===== config.mk =====
export PLATFORM = sky130hd
export DESIGN_NAME = keypad_entry_with_autosleep
export DESIGN_NICKNAME = d
export VERILOG_FILES = /design/src/hw/rtl/kpe_pkg.sv /design/src/hw/rtl/kpe_csr.sv /design/src/hw/rtl/kpe_in_stage.sv /design/src/hw/rtl/kpe_core.sv /design/src/hw/rtl/keypad_entry_with_autosleep.sv
export SDC_FILE = /design/constraint.sdc
export NUM_CORES = 1
export LEC_CHECK = 0
export BUFFER_PORTS_ARGS = -buffer_cell sky130_fd_sc_hd__buf_2
export CORE_MARGIN = 8
export CORE_UTILIZATION = 55
export CTS_CLUSTER_DIAMETER = 50
export DETAILED_ROUTE_END_ITERATION = 8
export GPL_TIMING_DRIVEN = 0
export MAX_ROUTING_LAYER = met4
export PLACE_DENSITY = 0.78
export SYNTH_ARGS = -nofsm -noshare
export SYNTH_HDL_FRONTEND = slang
export SYNTH_HIERARCHICAL = 1
export SYNTH_SLANG_ARGS = --single-unit
export TNS_END_PERCENT = 30

===== constraint.sdc =====
create_clock -name clock -period 7.98 [get_ports clock]
set_input_delay 1.197 -clock clock [delete_from_list [all_inputs] [get_ports clock]]
set_output_delay 1.197 -clock clock [all_outputs]
set_load 0.01 [all_outputs]

===== src/hw/rtl/kpe_pkg.sv =====
// ----------------------------------------------------------------------------
// kpe_pkg : shared types and constants for the keypad entry block
// Operation codes, entry markers, register indexes, reset values and the
// structs passed between the input stage, the register file and the core.
// ----------------------------------------------------------------------------
package kpe_pkg;

   // default sizes of the PIN and option stores
   localparam int PIN_MAX_DEF    = 10;
   localparam int OPTION_MAX_DEF = 3;

   localparam int REG_W   = 16;  // configuration register width
   localparam int KEY_W   = 8;
   localparam int EL_W    = 16;  // raw elapsed field
   localparam int E_W     = 14;  // clamped elapsed, at most 10000
   localparam int DROP_W  = REG_W + E_W;
   localparam int CSR_A_W = 2;

   typedef enum logic [1:0] {
      OP_KEY   = 2'd0,
      OP_TICK  = 2'd1,
      OP_WAKE  = 2'd2,
      OP_SLEEP = 2'd3
   } op_type;

   typedef enum logic [1:0] {
      MARK_NONE = 2'd0,
      MARK_STAR = 2'd1,
      MARK_HASH = 2'd2
   } mark_type;

   localparam logic [KEY_W-1:0] KEY_STAR = 8'h2A;
   localparam logic [KEY_W-1:0] KEY_HASH = 8'h23;

   localparam logic [EL_W-1:0] ELAPSED_LIMIT = 16'd10000;
   localparam logic [E_W-1:0]  ELAPSED_SUBST = 14'd10;

   // register indexes
   localparam logic [CSR_A_W-1:0] CSR_BACKLIGHT_FULL = 2'd0;
   localparam logic [CSR_A_W-1:0] CSR_FADE_PER_MS    = 2'd1;
   localparam logic [CSR_A_W-1:0] CSR_WAKE_TIME_MS   = 2'd2;

   localparam logic [REG_W-1:0] RST_BACKLIGHT_FULL = 16'd4095;
   localparam logic [REG_W-1:0] RST_FADE_PER_MS    = 16'd4;
   localparam logic [REG_W-1:0] RST_WAKE_TIME_MS   = 16'd5000;

   localparam int REQ_DATA_W = 24;
   localparam int RSP_DATA_W = 152;

   typedef struct packed {
      logic [REG_W-1:0] backlight_full;
      logic [REG_W-1:0] fade_per_ms;
      logic [REG_W-1:0] wake_time_ms;
   } cfg_type;

   // one input beat after the input register
   typedef struct packed {
      op_type             op;
      logic [KEY_W-1:0]   key;
      logic [E_W-1:0]     elapsed;
      logic [DROP_W-1:0]  drop;
   } item_type;

   // result fields, last field in the low bits
   typedef struct packed {
      logic        sleep_clear;
      logic [15:0] awake_left_ms;
      logic [15:0] backlight;
      logic [1:0]  option_count;
      logic [23:0] option_code;
      logic [3:0]  pin_count;
      logic [15:0] pin_tail;
      logic [63:0] pin_head;
      logic [1:0]  entry_mode;
   } result_type;

   localparam int RESULT_W = $bits(result_type);

endpackage


===== src/hw/rtl/kpe_csr.sv =====
// ----------------------------------------------------------------------------
// kpe_csr : configuration registers
// Write-only register file; unknown indexes are dropped.
// ----------------------------------------------------------------------------
module kpe_csr (
   input  logic                         clock,
   input  logic                         reset,
   input  logic                         csr_we,
   input  logic [kpe_pkg::CSR_A_W-1:0]  csr_addr,
   input  logic [kpe_pkg::REG_W-1:0]    csr_wdata,
   output kpe_pkg::cfg_type             cfg
);

   kpe_pkg::cfg_type cfg_ff, cfg_in;

   always_comb begin
      cfg_in = cfg_ff;
      if (csr_we) begin
         unique case (csr_addr)
            kpe_pkg::CSR_BACKLIGHT_FULL: cfg_in.backlight_full = csr_wdata;
            kpe_pkg::CSR_FADE_PER_MS:    cfg_in.fade_per_ms    = csr_wdata;
            kpe_pkg::CSR_WAKE_TIME_MS:   cfg_in.wake_time_ms   = csr_wdata;
            default:                     cfg_in = cfg_ff;
         endcase
      end
   end

   always_ff @(posedge clock) begin
      if (reset) begin
         cfg_ff.backlight_full <= kpe_pkg::RST_BACKLIGHT_FULL;
         cfg_ff.fade_per_ms    <= kpe_pkg::RST_FADE_PER_MS;
         cfg_ff.wake_time_ms   <= kpe_pkg::RST_WAKE_TIME_MS;
      end else begin
         cfg_ff <= cfg_in;
      end
   end

   assign cfg = cfg_ff;

endmodule


===== src/hw/rtl/kpe_in_stage.sv =====
// ----------------------------------------------------------------------------
// kpe_in_stage : input register
// Clamps the elapsed time and registers the fade product with the beat.
// ----------------------------------------------------------------------------
module kpe_in_stage (
   input  logic                            clock,
   input  logic                            reset,
   input  logic                            req_tvalid,
   output logic                            req_tready,
   input  logic [kpe_pkg::REQ_DATA_W-1:0]  req_tdata,
   input  logic [1:0]                      req_tuser,
   input  logic                            advance,
   input  logic [kpe_pkg::REG_W-1:0]       fade_per_ms,
   output logic                            item_valid,
   output kpe_pkg::item_type               item
);

   logic                  valid_ff, valid_in;
   kpe_pkg::item_type     item_ff, item_in;
   logic [kpe_pkg::EL_W-1:0] raw_elapsed;
   logic                  take;

   assign req_tready  = !valid_ff || advance;
   assign take        = req_tvalid && req_tready;
   assign raw_elapsed = req_tdata[kpe_pkg::KEY_W +: kpe_pkg::EL_W];

   always_comb begin
      item_in.op  = kpe_pkg::op_type'(req_tuser);
      item_in.key = req_tdata[kpe_pkg::KEY_W-1:0];
      // anything over the limit counts as the substitute value
      if (raw_elapsed > kpe_pkg::ELAPSED_LIMIT) begin
         item_in.elapsed = kpe_pkg::ELAPSED_SUBST;
      end else begin
         item_in.elapsed = raw_elapsed[kpe_pkg::E_W-1:0];
      end
      item_in.drop = kpe_pkg::DROP_W'(fade_per_ms) * kpe_pkg::DROP_W'(item_in.elapsed);
      valid_in = take ? 1'b1 : (advance ? 1'b0 : valid_ff);
   end

   always_ff @(posedge clock) begin
      if (reset) begin
         valid_ff <= 1'b0;
      end else begin
         valid_ff <= valid_in;
      end
   end

   always_ff @(posedge clock) begin
      if (take) begin
         item_ff <= item_in;
      end
   end

   assign item_valid = valid_ff;
   assign item       = item_ff;

endmodule


===== src/hw/rtl/kpe_core.sv =====
// ----------------------------------------------------------------------------
// kpe_core : entry state and result register
// State only moves when a result beat is loaded, so the state registers
// double as the result register.
// ----------------------------------------------------------------------------
module kpe_core #(
   parameter int PIN_MAX    = kpe_pkg::PIN_MAX_DEF,
   parameter int OPTION_MAX = kpe_pkg::OPTION_MAX_DEF
) (
   input  logic                  clock,
   input  logic                  reset,
   input  logic                  item_valid,
   input  kpe_pkg::item_type     item,
   input  kpe_pkg::cfg_type      cfg,
   input  logic                  rsp_tready,
   output logic                  rsp_tvalid,
   output logic                  advance,
   output kpe_pkg::result_type   result
);

   localparam int PCW = $clog2(PIN_MAX + 1);
   localparam int OCW = $clog2(OPTION_MAX + 1);

   kpe_pkg::mark_type   mode_ff, mode_in;
   logic [7:0]          pin_ff [PIN_MAX];
   logic [7:0]          pin_in [PIN_MAX];
   logic [PCW-1:0]      pin_used_ff, pin_used_in;
   logic [7:0]          opt_ff [OPTION_MAX];
   logic [7:0]          opt_in [OPTION_MAX];
   logic [OCW-1:0]      opt_used_ff, opt_used_in;
   logic [15:0]         count_ff, count_in;
   logic [15:0]         light_ff, light_in;
   logic                clear_ff, clear_in;
   logic                valid_ff, valid_in;

   logic                load;
   logic                clr_pin, clr_opt, add_pin, add_opt;
   logic [15:0]         e16, count_tick;
   logic [15:0]         pin_used_w;
   logic [15:0]         opt_used_w;

   assign advance = !valid_ff || rsp_tready;
   assign load    = advance && item_valid;
   assign e16     = 16'(item.elapsed);

   always_comb begin
      mode_in     = mode_ff;
      pin_used_in = pin_used_ff;
      opt_used_in = opt_used_ff;
      count_in    = count_ff;
      light_in    = light_ff;
      clear_in    = 1'b0;
      clr_pin     = 1'b0;
      clr_opt     = 1'b0;
      add_pin     = 1'b0;
      add_opt     = 1'b0;
      count_tick  = (count_ff > e16) ? (count_ff - e16) : 16'd0;

      unique case (item.op)
         kpe_pkg::OP_KEY: begin
            count_in = cfg.wake_time_ms;
            light_in = cfg.backlight_full;
            if (item.key == kpe_pkg::KEY_STAR) begin
               clr_pin = 1'b1;
               clr_opt = 1'b1;
               mode_in = kpe_pkg::MARK_STAR;
            end else if (mode_ff == kpe_pkg::MARK_HASH) begin
               if (item.key == kpe_pkg::KEY_HASH) begin
                  clr_pin = 1'b1;
                  clr_opt = 1'b1;
               end else if (opt_used_ff < OCW'(OPTION_MAX)) begin
                  add_opt     = 1'b1;
                  opt_used_in = opt_used_ff + OCW'(1);
                  if (opt_used_ff == OCW'(OPTION_MAX - 1)) begin
                     mode_in = kpe_pkg::MARK_STAR;
                  end
               end
            end else begin
               if (item.key == kpe_pkg::KEY_HASH) begin
                  mode_in = kpe_pkg::MARK_HASH;
                  clr_opt = 1'b1;
               end else if (pin_used_ff < PCW'(PIN_MAX)) begin
                  add_pin     = 1'b1;
                  pin_used_in = pin_used_ff + PCW'(1);
               end
            end
         end
         kpe_pkg::OP_TICK: begin
            count_in = count_tick;
            if (count_tick == 16'd0 && light_ff != 16'd0) begin
               clr_pin  = 1'b1;
               clr_opt  = 1'b1;
               mode_in  = kpe_pkg::MARK_NONE;
               clear_in = 1'b1;
               if (item.drop >= kpe_pkg::DROP_W'(light_ff)) begin
                  light_in = 16'd0;
               end else begin
                  light_in = light_ff - item.drop[15:0];
               end
            end
         end
         kpe_pkg::OP_WAKE: begin
            count_in = cfg.wake_time_ms;
            light_in = cfg.backlight_full;
         end
         kpe_pkg::OP_SLEEP: begin
            count_in = 16'd0;
         end
         default: begin
            count_in = count_ff;
         end
      endcase

      if (clr_pin) pin_used_in = '0;
      if (clr_opt) opt_used_in = '0;

      for (int i = 0; i < PIN_MAX; i++) begin
         if (clr_pin) begin
            pin_in[i] = 8'd0;
         end else if (add_pin && pin_used_ff == PCW'(i)) begin
            pin_in[i] = item.key;
         end else begin
            pin_in[i] = pin_ff[i];
         end
      end
      for (int i = 0; i < OPTION_MAX; i++) begin
         if (clr_opt) begin
            opt_in[i] = 8'd0;
         end else if (add_opt && opt_used_ff == OCW'(i)) begin
            opt_in[i] = item.key;
         end else begin
            opt_in[i] = opt_ff[i];
         end
      end

      valid_in = advance ? item_valid : valid_ff;
   end

   always_ff @(posedge clock) begin
      if (reset) begin
         valid_ff    <= 1'b0;
         mode_ff     <= kpe_pkg::MARK_NONE;
         pin_used_ff <= '0;
         opt_used_ff <= '0;
         count_ff    <= 16'd0;
         light_ff    <= 16'd0;
         clear_ff    <= 1'b0;
         for (int i = 0; i < PIN_MAX; i++) pin_ff[i] <= 8'd0;
         for (int i = 0; i < OPTION_MAX; i++) opt_ff[i] <= 8'd0;
      end else begin
         valid_ff <= valid_in;
         if (load) begin
            mode_ff     <= mode_in;
            pin_used_ff <= pin_used_in;
            opt_used_ff <= opt_used_in;
            count_ff    <= count_in;
            light_ff    <= light_in;
            clear_ff    <= clear_in;
            for (int i = 0; i < PIN_MAX; i++) pin_ff[i] <= pin_in[i];
            for (int i = 0; i < OPTION_MAX; i++) opt_ff[i] <= opt_in[i];
         end
      end
   end

   // result view of the state
   assign pin_used_w = 16'(pin_used_ff);
   assign opt_used_w = 16'(opt_used_ff);

   for (genvar g = 0; g < 8; g++) begin : g_head
      if (g < PIN_MAX) begin : g_on
         assign result.pin_head[8*g +: 8] = pin_ff[g];
      end else begin : g_off
         assign result.pin_head[8*g +: 8] = 8'd0;
      end
   end
   for (genvar g = 0; g < 2; g++) begin : g_tail
      if (g + 8 < PIN_MAX) begin : g_on
         assign result.pin_tail[8*g +: 8] = pin_ff[g + 8];
      end else begin : g_off
         assign result.pin_tail[8*g +: 8] = 8'd0;
      end
   end
   for (genvar g = 0; g < 3; g++) begin : g_opt
      if (g < OPTION_MAX) begin : g_on
         assign result.option_code[8*g +: 8] = opt_ff[g];
      end else begin : g_off
         assign result.option_code[8*g +: 8] = 8'd0;
      end
   end

   assign result.entry_mode    = mode_ff;
   assign result.pin_count     = pin_used_w[3:0];
   assign result.option_count  = opt_used_w[1:0];
   assign result.backlight     = light_ff;
   assign result.awake_left_ms = count_ff;
   assign result.sleep_clear   = clear_ff;
   assign rsp_tvalid           = valid_ff;

endmodule


===== src/hw/rtl/keypad_entry_with_autosleep.sv =====
// ----------------------------------------------------------------------------
// keypad_entry_with_autosleep : door keypad front end with autosleep
// Gathers a PIN and an option code from key beats, runs the autosleep
// countdown from tick beats and fades the backlight once asleep.
// ----------------------------------------------------------------------------
//
// channel   dir  handshake            payload
// req_      in   tvalid/tready        tdata: key_char, elapsed_ms; tuser: operation
// rsp_      out  tvalid/tready        tdata: entry_mode .. sleep_clear
// csr_      in   we (no wait)         addr: register index, wdata: value
//
// One result beat per request beat: the input register clamps the elapsed time
// and forms the fade product, and the state register, which doubles as the
// result register, is then updated from it.
// Sustained rate is one beat per cycle; a stalled result beat holds the
// pipeline, and the input register still takes one beat meanwhile.
// Reset (synchronous) clears the entry, the countdown and the backlight and
// loads the register defaults: full level 4095, fade 4 per ms, wake 5000 ms.
// The user must write registers only while no beat is in flight; not enforced.
// ----------------------------------------------------------------------------
module keypad_entry_with_autosleep #(
   parameter int PIN_MAX    = kpe_pkg::PIN_MAX_DEF,
   parameter int OPTION_MAX = kpe_pkg::OPTION_MAX_DEF
) (
   input  logic                            clock,
   input  logic                            reset,
   // request: tdata [7:0] key_char, [23:8] elapsed_ms
   input  logic                            req_tvalid,
   output logic                            req_tready,
   input  logic [kpe_pkg::REQ_DATA_W-1:0]  req_tdata,
   // request: tuser [1:0] operation
   input  logic [1:0]                      req_tuser,
   // result: tdata [1:0] entry_mode, [65:2] pin_head, [81:66] pin_tail,
   // [85:82] pin_count, [109:86] option_code, [111:110] option_count,
   // [127:112] backlight, [143:128] awake_left_ms, [144] sleep_clear,
   // [151:145] zero
   output logic                            rsp_tvalid,
   input  logic                            rsp_tready,
   output logic [kpe_pkg::RSP_DATA_W-1:0]  rsp_tdata,
   // configuration
   input  logic                            csr_we,
   input  logic [kpe_pkg::CSR_A_W-1:0]     csr_addr,
   input  logic [kpe_pkg::REG_W-1:0]       csr_wdata
);

   kpe_pkg::cfg_type     cfg;
   kpe_pkg::item_type    item;
   kpe_pkg::result_type  result;
   logic                 item_valid;
   logic                 advance;

   kpe_csr u_csr (
      .clock     (clock),
      .reset     (reset),
      .csr_we    (csr_we),
      .csr_addr  (csr_addr),
      .csr_wdata (csr_wdata),
      .cfg       (cfg)
   );

   // input register: clamp and fade product
   kpe_in_stage u_in (
      .clock       (clock),
      .reset       (reset),
      .req_tvalid  (req_tvalid),
      .req_tready  (req_tready),
      .req_tdata   (req_tdata),
      .req_tuser   (req_tuser),
      .advance     (advance),
      .fade_per_ms (cfg.fade_per_ms),
      .item_valid  (item_valid),
      .item        (item)
   );

   // entry state, countdown and backlight; loads the result beat
   kpe_core #(
      .PIN_MAX    (PIN_MAX),
      .OPTION_MAX (OPTION_MAX)
   ) u_core (
      .clock      (clock),
      .reset      (reset),
      .item_valid (item_valid),
      .item       (item),
      .cfg        (cfg),
      .rsp_tready (rsp_tready),
      .rsp_tvalid (rsp_tvalid),
      .advance    (advance),
      .result     (result)
   );

   // pad the packed result out to whole bytes
   assign rsp_tdata = {{(kpe_pkg::RSP_DATA_W - kpe_pkg::RESULT_W){1'b0}}, result};

endmodule


# After elaboration in Yosys (flattened, before gate mapping)
# Memory sizes are Yosys's and may differ from the RTL's.
# Index checks and enable logic that the tools add are counted.
[op_classes]
n_lt_le_gt_ge = 5
n_eq_ne = 29
muxes = 90
reduce_logical = 42
addsub = 4
multipliers = 1
bitwise_logic = 13
[op_table]
columns = ["operator", "n"]
rows = [
  ["$mux 8", 39],
  ["$mux 16", 3],
  ["$pmux 16 s3", 1],
  ["$pmux 16 s2", 1],
  ["$ge 30x16->1", 1],
  ["$mul 16x14->30", 1],
  ["$mux 2", 13],
  ["$mux 4", 6],
  ["$mux 1", 23],
  ["$eq 4x3->1 const B", 4],
  ["$eq 8x6->1 const B", 2],
  ["$gt 16x14->1", 1],
  ["$gt 16x14->1 const B", 1],
  ["$logic_and 1x1->1", 16],
  ["$logic_not 16->1", 1],
  ["$reduce_bool 16->1", 1],
  ["$reduce_bool 2->1", 8],
  ["$sub 16x14->16", 1],
  ["$sub 16x16->16", 1],
  ["$mux 14", 1],
  ["$or 1x1->1", 13],
  ["$ne 2x1->1 const B", 6],
  ["$ne 4x1->1 const B", 3],
  ["$reduce_and 6->1", 2],
  ["20 further kinds", 35],
]
[totals]
output_inout_bits = 154
in_bits = 49
memories = 2
ram_bits = 104
reg_bits = 145
wordCells = 201
[mem_list]
columns = ["name", "depth", "word_bits", "read_ports", "rd_ports_with_merged_regs", "write_ports", "line_no", "source"]
rows = [
  ["u_core.pin_ff", 10, 8, 10, 0, 10, "kpe_core.sv:25", "logic [7:0] pin_ff [PIN_MAX];"],
  ["u_core.opt_ff", 3, 8, 3, 0, 3, "kpe_core.sv:28", "logic [7:0] opt_ff [OPTION_MAX];"],
]

# Depth between registers and ports, before layout
# Gate-level depths: netlist of run 1.
[logic_depth]
word_depth = 10
depth_mapped = 27
ltp_nobuf = 26

# Hierarchy
# Netlist of run 1, hierarchy kept.
[by_module_without_submodules]
columns = ["mod", "seq_area_each_um2", "area_each_um2", "instances", "cells_each"]
rows = [
  ["kpe_in_stage", 1641.6, 9354.0, 1, 961],
  ["kpe_core", 3963.8, 7966.4, 1, 753],
  ["kpe_csr", 960.9, 1964.4, 1, 192],
  ["keypad_entry_with_autosleep", 0.0, 56.3, 1, 8],
]

# Worst setup path after synthesis of run 1
# Ideal clock, no wire load.
[synth_timing]
path_kind = "input-to-reg"
startpoint = "input req_tdata[10] in the netlist's numbering"
endpoint = "register u_in.item_ff (netlist bit u_in/item[27]), data pin"
arrival_ns = 7.453
required_time_ns = 7.708
setup_time_ns = 0.272
n_path_buf = 1
cell_stages = 25
setup_slack_ns = 0.256
path_cell_list = "o41ai_1 -> a21oi_1 -> o31a_1 -> nor3_4 -> nand2b_1 -> clkbuf_1 -> and2_1 -> fa_1 -> inv_1 -> fa_1 -> inv_1 -> fa_1 -> fa_1 -> fa_1 -> inv_1 -> fa_1 -> inv_1 -> ha_1 -> a21o_1 -> o2bb2ai_1 -> a31oi_1 -> and2_4 -> o21ai_2 -> mux2i_1 -> or4_1"
[synth_rtl]
columns = ["item", "line_no", "source"]
rows = [
  ["from (decl)", "keypad_entry_with_autosleep.sv:30", "input logic [kpe_pkg::REQ_DATA_W-1:0] req_tdata,"],
  ["to (signal assigned)", "kpe_in_stage.sv:50", "item_ff <= item_in;"],
  ["to (decl)", "kpe_in_stage.sv:19", "kpe_pkg::item_type item_ff, item_in;"],
]

==> results of run 1 <==
per-layer routing:
metal / global-route usage / vias up / wire (um)
li1: - / 6942 / -
met1: 0.336 / 7635 / 22500
met2: 0.465 / 751 / 27700
met3: 0.0411 / 138 / 4410
met4: 0.107 / 0 / 2340
met5: - / - / 0
flip-flops by register name (all words and copies together), names as in the netlist, 4 cells and up:
name and flops:
u_core/pin_ff 80, u_core/count_ff 16, u_in/item 54, u_csr/cfg 48
u_core/light_ff 16, u_core/pin_used_ff 4, u_core/opt_ff 24
stage by stage:
step                      worst slack, ns  hold WS [ns]  setup TNS (ns)
after detailed placement           -0.891         0.481           -6.96
after CTS                          0.0355         0.491               0
after floorplan                     0.256         0.448               0
after global routing              -0.0917         0.515          -0.173
after global placement             -0.855         0.468           -6.48
final                               0.162         0.490               0
layout by cell type (no fill, tap or decap), types with 54 or more instances in the layout:
cell type  synthesis  routed
inv_1            254     254
buf_2             17     209
nand2_1          180     180
fa_1             167     167
edfxtp_1         158     158
ha_1             147     146
and3_1           107     107
nor2_1            95      94
dfxtp_1           91      91
a21oi_1           64      63
clkbuf_1          59      60
and2_1            57      54
nand2b_1          55      54
worst reg2reg max path, cell delays in order (launching register included):
cell       delay, ns
dfxtp_1         0.48
clkbuf_1        0.64
and2_1          0.27
fa_1            0.42
inv_1           0.08
fa_1            0.46
inv_1           0.11
fa_1            0.44
fa_1            0.50
fa_1            0.49
inv_1           0.05
fa_1            0.48
inv_1           0.04
ha_1            0.35
and4_1          0.21
o2bb2ai_1       0.14
a31oi_2         0.26
and2_4          0.22
o21ai_2         0.08
mux2i_1         0.12
or4_1           0.52
worst max path at each step:
stage	cells after the start	endpoint	slack (ns)	startpoint
2_1_floorplan	25	u_in/item[27]	0.26	req_tdata[10]
3_3_place_gp	26	u_in/item[27]	-0.86	req_tdata[10]
3_5_place_dp	26	u_in/item[27]	-0.89	req_tdata[10]
4_1_cts	27	u_in/item[29]	0.04	req_tdata[10]
5_1_grt	27	u_in/item[27]	-0.09	req_tdata[10]
6_report	26	u_in/item[27]	0.16	req_tdata[10]
report_power, final:
group          internal [W]  switching [W]  total, W
sequential          0.00148      0.0000595   0.00154
clock              0.000737       0.000558   0.00129
combinational      0.000278       0.000462  0.000740
total               0.00250        0.00108   0.00358
cell families (layout without fill, tap and decap cells):
family / count (synthesis) / after routing
AOI/OAI and AO/OA: 280 / 280
xor gates and xnor gates: 46 / 46
adders and majority gates: 314 / 314
buffers and inverters: 359 / 610
DFF: 249 / 249
muxes: 51 / 51
other: 1 / 11
and+or+nand+nor: 614 / 614
cell type report:
type                            instances  area share
Multi-Input combinational cell       1312       0.517
Sequential cell                       249       0.298
Clock buffer                           39      0.0371
Timing Repair Buffer                  201      0.0475
Antenna cell                            4    0.000455
Clock inverter                         15     0.00642
Buffer                                101      0.0244
Inverter                              254      0.0433
Tap cell                              455      0.0259
cell usage after synthesis (35+ instances only):
library cell and instances:
inv_1 254, nand2_1 180, fa_1 167, edfxtp_1 158, ha_1 147, and3_1 107, nor2_1 95, dfxtp_1 91
a21oi_1 64, clkbuf_1 59, and2_1 57, nand2b_1 55, mux2i_1 51, o21ai_0 35
repair_timing:
| item | CTS | global route |
|---|---|---|
| setup endpoints to repair | 5 | 8 |
| hold buffers | 0 | 0 |
| cloned | 0 | 0 |
| resized for setup | 4 | 26 |
| setup buffers | 3 | 2 |
| pin swaps | 2 | 1 |
==> impl_results.md, run 1 <==
- Post-DRT Antenna Nets: 0
- CTS clk-pin slew, worst paths: approximately 0.06 ns
- Post-Synth Simple-Gate Area: 0.165
- # DRC: 0
- Drt pass-1 iters: 5
- Post-synth cell types: 89
- GPL Wtd Cong: 0.995
- Core Util, Final: 0.636
- Avg Inst Size Synth: around 10 um^2
- Synth Register Bits: 249
- Max Clk Rate: 0.128 GHz
- Vias per inst: between 5 and 6
- Die area: about 41000 um^2
- Hold Path Stages: 2
- Synth-to-Final Area Change: 13.8%
- R2R setup slack: 1.39 ns
- Hpwl dp: 45200 um
- Post-placement cell area: approximately 21000 um^2
- CTS root buffer: clkbuf_16
- Filler cells: 2798
- Critical path's slowest cell: fa_1
- Initial core utilization: 0.559
- IR drop worst, VDD: 166 uV
- Async S/R FF share, synth: 0
- Buf/Inv on CP: 6
- Antenna violations before repair: 1
- Routed WL: ~57000 um
- CTS buffer count: 29
- Worst R2R Start: u_csr/cfg[26]
- Drt wl/cell: 21.7 um
- Mapped Area: 19300 um^2
- Outcome: finished, final reports clean
- Dpl cells: 2571
- WS Path Type: primary input to flop
- Tcrit/Tclk final: 0.980
- Arrival @ worst endpoint: 8.12 ns
- H-tree depth: 1
- RSZ-0062 raised after global routing: yes
- Die Wd: 204 um
- Slew Limit Fails: 0
- Layout Nets: 2511
- I/O pin cnt: 203
- Largest family of logic cells by synthesized area: adder cells
- Total power: between 0.003 and 0.004 W
- Fin. Hold Viols: 0
- Largest area contributor in the synthesized netlist: edfxtp_1
- Clock sinks: 249
- First-pass GRT wire length: 87600 um
- Critical Path End Type: flop
- HP Class: flop to flop
- Crit path largest cell delay: 0.53 ns
- Critical-path maximum fanout: 8
- Worst Hold End: u_csr/cfg[15]
- CP required: 8.28 ns
- Leak Pwr: 10.5 nW
- Fin cells: approximately 2600
- Multi-input gate area: 11400 um^2
- Compound-gate portion of the synthesized area: 0.105
- Headroom to the max-slew limit: 0.0954
- Seq/Total Area, Yosys: 0.340
- Tmin final: approximately 7.8 ns
- Register area: between 6000 and 7000 um^2
- Top Family by Delay on Critical Path: adder cells
- Most frequent CP cell: fa_1
- GR Util All Layers: 0.277
- Worst setup SP type: primary input
- Power Density: around 160 nW/um^2
- Adder-Cell Fraction of Synth Area: 0.268
- Largest net degree at the start of global routing: 37
- Max-Cap Viols: 0
- Clk buf depth: 3
- Die Span Y: 204 um
- Skew-Pair Late Insertion Delay: approximately 0.57 ns
- Number of global-route vias before repair: around 16000
- Core Footprint: 34600 um^2
- Final setup fails: 0
- Worst-margin pin slew: 1.34 ns
- Remaining global-route overflow: 0
- Via count: 15500
- Post-synth EDFFs: 158
- Post-Synth XOR/XNOR Area: 0.0208
- Proportion of synthesized area in mux cells: 0.0264
- Clock skew: around 0.026 ns
- CTS tree: built
- Synth Flop Type: edfxtp_1
- Yosys Warn Count: 6
- Design Area, Final: roughly 22000 um^2
- DRT iter0 DRCs: 1402
- HP Start: u_csr/cfg[15]
- Row count: slightly below 70
- Buffers on Ports: between 150 and 200
- RR Endpoint: u_in/item[27]
- Largest cells by area after synthesis: edfxtp_1, fa_1, ha_1
- Top cell type's share of synthesized area: 0.245
- Reg2Reg Depth: 20
- Post-Syn Instances: 1914
- Share of cells above drive strength 1: 0.158
Note: power is estimated with default switching activity, not from simulation.
==> run 2, diff against run 1 <==
==> constraint.sdc (replaced) <==
create_clock -name clock -period 7.98 [get_ports clock]
set_input_delay 1.596 -clock clock [delete_from_list [all_inputs] [get_ports clock]]
set_output_delay 1.596 -clock clock [all_outputs]
set_load 0.01 [all_outputs]
==> impl_results.md, run 2 (same netlist as run 1, synthesis figures left out) <==
- # DRC: 0 (unchanged)
- Clock skew: 0.0177 ns (-0.00873 ns)
- Arrival @ worst endpoint: 8.37 ns (+0.25 ns)
- Leak Pwr: 10.8 nW (+2.9%)
- CTS root buffer: clkbuf_16
- Combinational power share: 0.220 (+0.013)
- Synth-to-Final Area Change: 18.6%
- Most frequent CP cell: fa_1
- Commonest non-fill, non-tap cells in the layout: inv_1, buf_2, nand2_1
- CP required: 8.26 ns (-0.02 ns)
- Layout Nets: 2548 (+1.5%)
- RSZ-0062 raised after global routing: yes
- Number of global-route vias before repair: 15900 (+1.5%)
- Worst setup SP type: primary input
- Buffers on Ports: 195 (unchanged)
- Max Clk Rate: 0.124 GHz (-3.3%)
- GR Util All Layers: 0.277 (about the same)
- Clk buf depth: 3 (unchanged)
- Outcome: finished with violations
- Tmin final: 8.09 ns (+0.270 ns)
- Drt pass-1 iters: 6 (+1)
- Power Density: 158 nW/um^2 (-2.9%)
- Tcrit/Tclk final: 1.01 (+0.0338)
- GPL Wtd Cong: 0.989 (-0.58%)
- Die area: 41400 um^2 (unchanged)
- Die Span Y: 204 um (unchanged)
- H-tree depth: 1 (unchanged)
- Drt wl/cell: 21.6 um (-0.37%)
- Crit path largest cell delay: 0.54 ns (about the same)
- Share of cells above drive strength 1: 0.203 (+0.0455)
- WS Path Type: primary input to flop
- CTS tree: built
- Clock sinks: 249 (unchanged)
- CTS clk-pin slew, worst paths: 0.06 ns (about the same)
- Worst-margin pin slew: 1.31 ns (-0.0318 ns)
- Row count: 68 (unchanged)
- Max-Cap Viols: 0 (unchanged)
- Clock share of power: 0.355 (-0.007)
- Fin. Hold Viols: 0 (unchanged)
- Post-DRT Antenna Nets: 0 (unchanged)
- HP Class: flop to flop
- Core Footprint: 34600 um^2 (unchanged)
- Cell internal pwr: 0.00254 W (+1.7%)
- Vias per inst: 5.88 (about the same)
- IR drop worst, VDD: 255 uV (+53%)
- Critical Path End Type: flop
- Antenna violations before repair: 1 (unchanged)
- Failing checks: negative setup slack
- Hpwl dp: 44400 um (-1.8%)
- CTS Hold Buffers Added: 0 (unchanged)
- R2R setup slack: 1.39 ns (about the same)
- Setup WS post-layout: -0.108 ns (-0.270 ns)
- I/O pin cnt: 203 (unchanged)
- Core Util, Final: 0.662 (+0.0270)
- Largest net degree at the start of global routing: 38 (+2.7%)
- Leading cell type in the layout, fill and taps excluded: inv_1
- Headroom to the max-slew limit: 0.117 (+0.0214)
- Buf/Inv on CP: 9 (+3)
- Critical path's slowest cell: fa_1
- Slew Limit Fails: 0 (unchanged)
- Seq pwr share: 0.425 (-0.006)
- Post-route setup TNS: -0.179 ns (-0.179 ns)
- DRT iter0 DRCs: 1263 (-9.9%)
- First-pass GRT wire length: 88500 um (+1.0%)
- Via count: 15600 (+1.2%)
- CTS buffer count: 28 (-3.4%)
- Remaining global-route overflow: 0 (unchanged)
- Routed WL: 57500 um (+0.88%)
- Initial core utilization: 0.559 (unchanged)
- Critical-path maximum fanout: 7 (-1)
- Top Family by Delay on Critical Path: adder cells
- Die Wd: 204 um (unchanged)
- Final setup fails: 2 (+2)
- Skew-Pair Late Insertion Delay: 0.55 ns (-0.02 ns)
- Sw Pwr: 0.00108 W (about the same)
- Top reg by flops: u_core/pin_ff
- Max reg flops: 80 (unchanged)
- Switching share of total power: 0.299 (-0.00338)
==> run 2: cell types whose count changed in the layout (fill, tap and decap cells not counted), sizes merged <==
cell,previous run,this run
clkinvlp,3,5
bufbuf,0,1
bufinv,0,2
inv,259,260
nand2b,55,56
clkbuf,101,91
diode,4,1
buf,240,279
==> run 2: final cells by class <==
| cell class | count | area (um^2) |
|---|---|---|
| Multi-Input combinational cell | 1313 | 11700 |
| Buffer | 94 | 619 |
| Inverter | 254 | 953 |
| Fill cell | 2652 | 11700 |
| Clock buffer | 32 | 737 |
| Tap cell | 455 | 569 |
| Sequential cell | 249 | 6570 |
| Clock inverter | 20 | 195 |
| Timing Repair Buffer | 245 | 1550 |
| Antenna cell | 1 | 2.50 |
==> run 2: tightest hold or removal path: stages (launching register included) <==
cell and delay [ns]:
dfxtp_1 0.31, nand2b_1 0.07, mux2i_1 0.06
==> run 2: routing by layer <==
metal	global-route usage	part of all wire	wire, um	up-vias
li1	-	-	-	7022
met1	0.327	0.38	21600	7599
met2	0.462	0.49	27900	847
met3	0.0509	0.092	5310	180
met4	0.122	0.045	2610	0
met5	-	0	0	-
==> run 2: metrics by stage <==
stage | std cells | cell area (um^2) | worst slack, ns | hold WS [ns] | power, W
3_5_place_dp | 2571 | 21100 | -1.49 | 0.474 | 0.00230
6_report | 2663 | 22900 | -0.108 | 0.487 | 0.00362
2_1_floorplan | 1920 | 19500 | -0.0846 | 0.448 | 0.00204
4_1_cts | 2642 | 22700 | 0.00574 | 0.488 | 0.00361
3_3_place_gp | 2570 | 21000 | -1.35 | 0.463 | 0.00228
5_1_grt | 2663 | 22900 | -0.266 | 0.515 | 0.00376
==> run 2: path summary, 6_finish.rpt <==
check	startpoint	cells after the start	to
min	u_csr/cfg[2]	2	u_csr/cfg[2]
min reg2reg	u_csr/cfg[2]	2	u_csr/cfg[2]
max	req_tdata[11]	29	u_in/item[29]
max reg2reg	u_csr/cfg[25]	20	u_in/item[29]
==> run 2: power groups by stage <==
stage | Sequential, W | Clock [W] | Combinational, W
finish | 0.00154 | 0.00128 | 0.000796
global placement | 0.00156 | 0 | 0.000716
floorplan | 0.00158 | 0 | 0.000456
detailed placement | 0.00157 | 0 | 0.000731
global route | 0.00155 | 0.00135 | 0.000861
CTS | 0.00154 | 0.00130 | 0.000771
==> run 2: timing repair <==
item,4_1_cts,5_1_grt
gates resized for setup,90,36
cloned,2,1
endpoints found under the setup margin,16,11
buffers inserted,27,19
pin swaps,42,20
==> run 3, diff against run 2 <==
Settings changed: CORE_UTILIZATION 55 to 50, PLACE_DENSITY 0.78 to 0.72.
==> impl_results.md, run 3 (same netlist as run 1, synthesis figures left out) <==
- Outcome: finished with violations
- Failing checks: negative setup slack
- CTS buffer count: 29 (+3.6%)
- H-tree depth: 1 (unchanged)
- IR drop worst, VDD: 189 uV (-26%)
- Crit path largest cell delay: 0.51 ns (-0.03 ns)
- Share of cells above drive strength 1: 0.173 (-0.0303)
- Most frequent CP cell: fa_1
- Slew Limit Fails: 0 (unchanged)
- Max-Cap Viols: 0 (unchanged)
- HP Start: u_csr/cfg[47]
- Clk buf depth: 3 (unchanged)
- GR Util All Layers: 0.253 (-0.0248)
- First-pass GRT wire length: 86500 um (-2.3%)
- Layout Nets: 2517 (-1.2%)
- CTS tree: built
- Clock skew: 0.0257 ns (+0.00797 ns)
- Vias per inst: 5.61 (-4.5%)
- Fin. Hold Viols: 0 (unchanged)
- Hpwl dp: 45200 um (+1.8%)
- Leak Pwr: 10.6 nW (-2.0%)
- Top reg by flops: u_core/pin_ff
- WS Path Type: primary input to flop
- Worst-margin pin slew: 1.39 ns (+0.0810 ns)
- Skew-Pair Late Insertion Delay: 0.58 ns (+0.03 ns)
- Final setup fails: 2 (unchanged)
- Die Wd: 213 um (+4.5%)
- Headroom to the max-slew limit: 0.0622 (-0.0546)
- Leading cell type in the layout, fill and taps excluded: inv_1
- RR Endpoint: u_in/item[29]
- R2R setup slack: 1.40 ns (about the same)
- Design Area, Final: 22400 um^2 (-2.2%)
- Post-route setup TNS: -0.101 ns (+0.0783 ns)
- Setup WS post-layout: -0.0686 ns (+0.0390 ns)
- Critical path's slowest cell: fa_1
- # DRC: 0 (unchanged)
- Tmin final: 8.05 ns (-0.0390 ns)
- Die Span Y: 213 um (+4.5%)
- Post-DRT Antenna Nets: 0 (unchanged)
- Clock sinks: 249 (unchanged)
- Tcrit/Tclk final: 1.01 (-0.00488)
- Top Family by Delay on Critical Path: adder cells
- Largest net degree at the start of global routing: 38 (unchanged)
- DRT iter0 DRCs: 1108 (-12%)
- Critical-path maximum fanout: 8 (+1)
- Remaining global-route overflow: 0 (unchanged)
- Worst Hold End: u_csr/cfg[47]
- CTS clk-pin slew, worst paths: 0.06 ns (about the same)
- Drt wl/cell: 20.9 um (-3.1%)
- I/O pin cnt: 203 (unchanged)
- Routed WL: 56400 um (-1.9%)
- Via count: 15100 (-3.3%)
- Synth-to-Final Area Change: 16.0%
- CTS root buffer: clkbuf_16
- GPL Wtd Cong: 0.939 (-5.1%)
- Hold Path Stages: 2 (unchanged)
- Max Clk Rate: 0.124 GHz (+0.48%)
- Worst setup startpoint: req_tdata[11]
- Initial core utilization: 0.504 (-0.0546)
- Worst setup SP type: primary input
- Row count: 72 (+5.9%)
- Buffers on Ports: 195 (unchanged)
- Post-placement cell area: 21100 um^2 (+0.37%)
- RSZ-0062 raised after global routing: yes
- Drt pass-1 iters: 5 (-1)
- Worst R2R Start: u_csr/cfg[24]
- Buf/Inv on CP: 10 (+1)
- Power Density: 163 nW/um^2 (+3.3%)
- HP Class: flop to flop
- Reg2Reg Depth: 20 (unchanged)
- CP required: 8.29 ns (+0.03 ns)
- Antenna violations before repair: 0 (-1)
- Arrival @ worst endpoint: 8.36 ns (about the same)
- Commonest non-fill, non-tap cells in the layout: inv_1, buf_2, nand2_1
- Max reg flops: 80 (unchanged)
- Core Footprint: 38400 um^2 (+11%)
- Number of global-route vias before repair: 15200 (-4.6%)
- Critical Path End Type: flop
- Die area: 45200 um^2 (+9.2%)
-- run 3: worst max-delay path by stage --
stage               endpoint  slack, ns  cells after the start
2_1_floorplan  u_in/item[27]      -0.08                     25
3_3_place_gp   u_in/item[27]      -1.42                     26
6_report       u_in/item[29]      -0.07                     30
4_1_cts        u_in/item[29]      -0.05                     29
5_1_grt        u_in/item[29]      -0.24                     27
3_5_place_dp   u_in/item[29]      -1.44                     26
-- run 3: final cells by class --
cell class	instances	area (um^2)
Clock inverter	24	269
Fill cell	3350	15900
Timing Repair Buffer	210	1140
Buffer	98	562
Inverter	254	953
Tap cell	518	648
Clock buffer	30	729
Multi-Input combinational cell	1312	11600
Antenna cell	1	2.50
Sequential cell	249	6570
-- run 3: report_power, final --
group / switching (W) / internal, W
logic: 0.000469 / 0.000291
registers: 0.0000575 / 0.00148
clock network: 0.000573 / 0.000784
total: 0.00110 / 0.00256
-- run 3: per-layer routing --
layer,wire length (um),track usage,up-vias
li1,-,-,6952
met1,23000,0.314,7451
met2,27300,0.426,609
met3,4150,0.0311,119
met4,1910,0.0838,0
met5,0,-,-
-- run 3: what timing repair did --
action,CTS,global route
gates resized for setup,29,24
setup endpoints to repair,15,9
buffers inserted,11,2
hold buffers,0,0
pin swaps,17,16
cloned,1,0
-- run 3: through the flow --
step                      setup WS (ns)   util  cells  hold slack (ns)  total power, W
after global routing             -0.243  0.585   2695            0.522         0.00381
after floorplan                 -0.0846      -   1920            0.448         0.00204
after global placement            -1.42  0.550   2633            0.466         0.00229
final                           -0.0686  0.585   2696            0.491         0.00366
after detailed placement          -1.44  0.551   2634            0.470         0.00230
after CTS                       -0.0543  0.583   2696            0.485         0.00367
-- run 3: worst reg2reg max path, delay by kind of cell (launching register included) --
family	cells	cell delay, ns
compound gates	4	0.66
fa+ha+maj	7	3.32
buf+inv	5	0.96
flops	1	0.58
simple gates	4	0.80
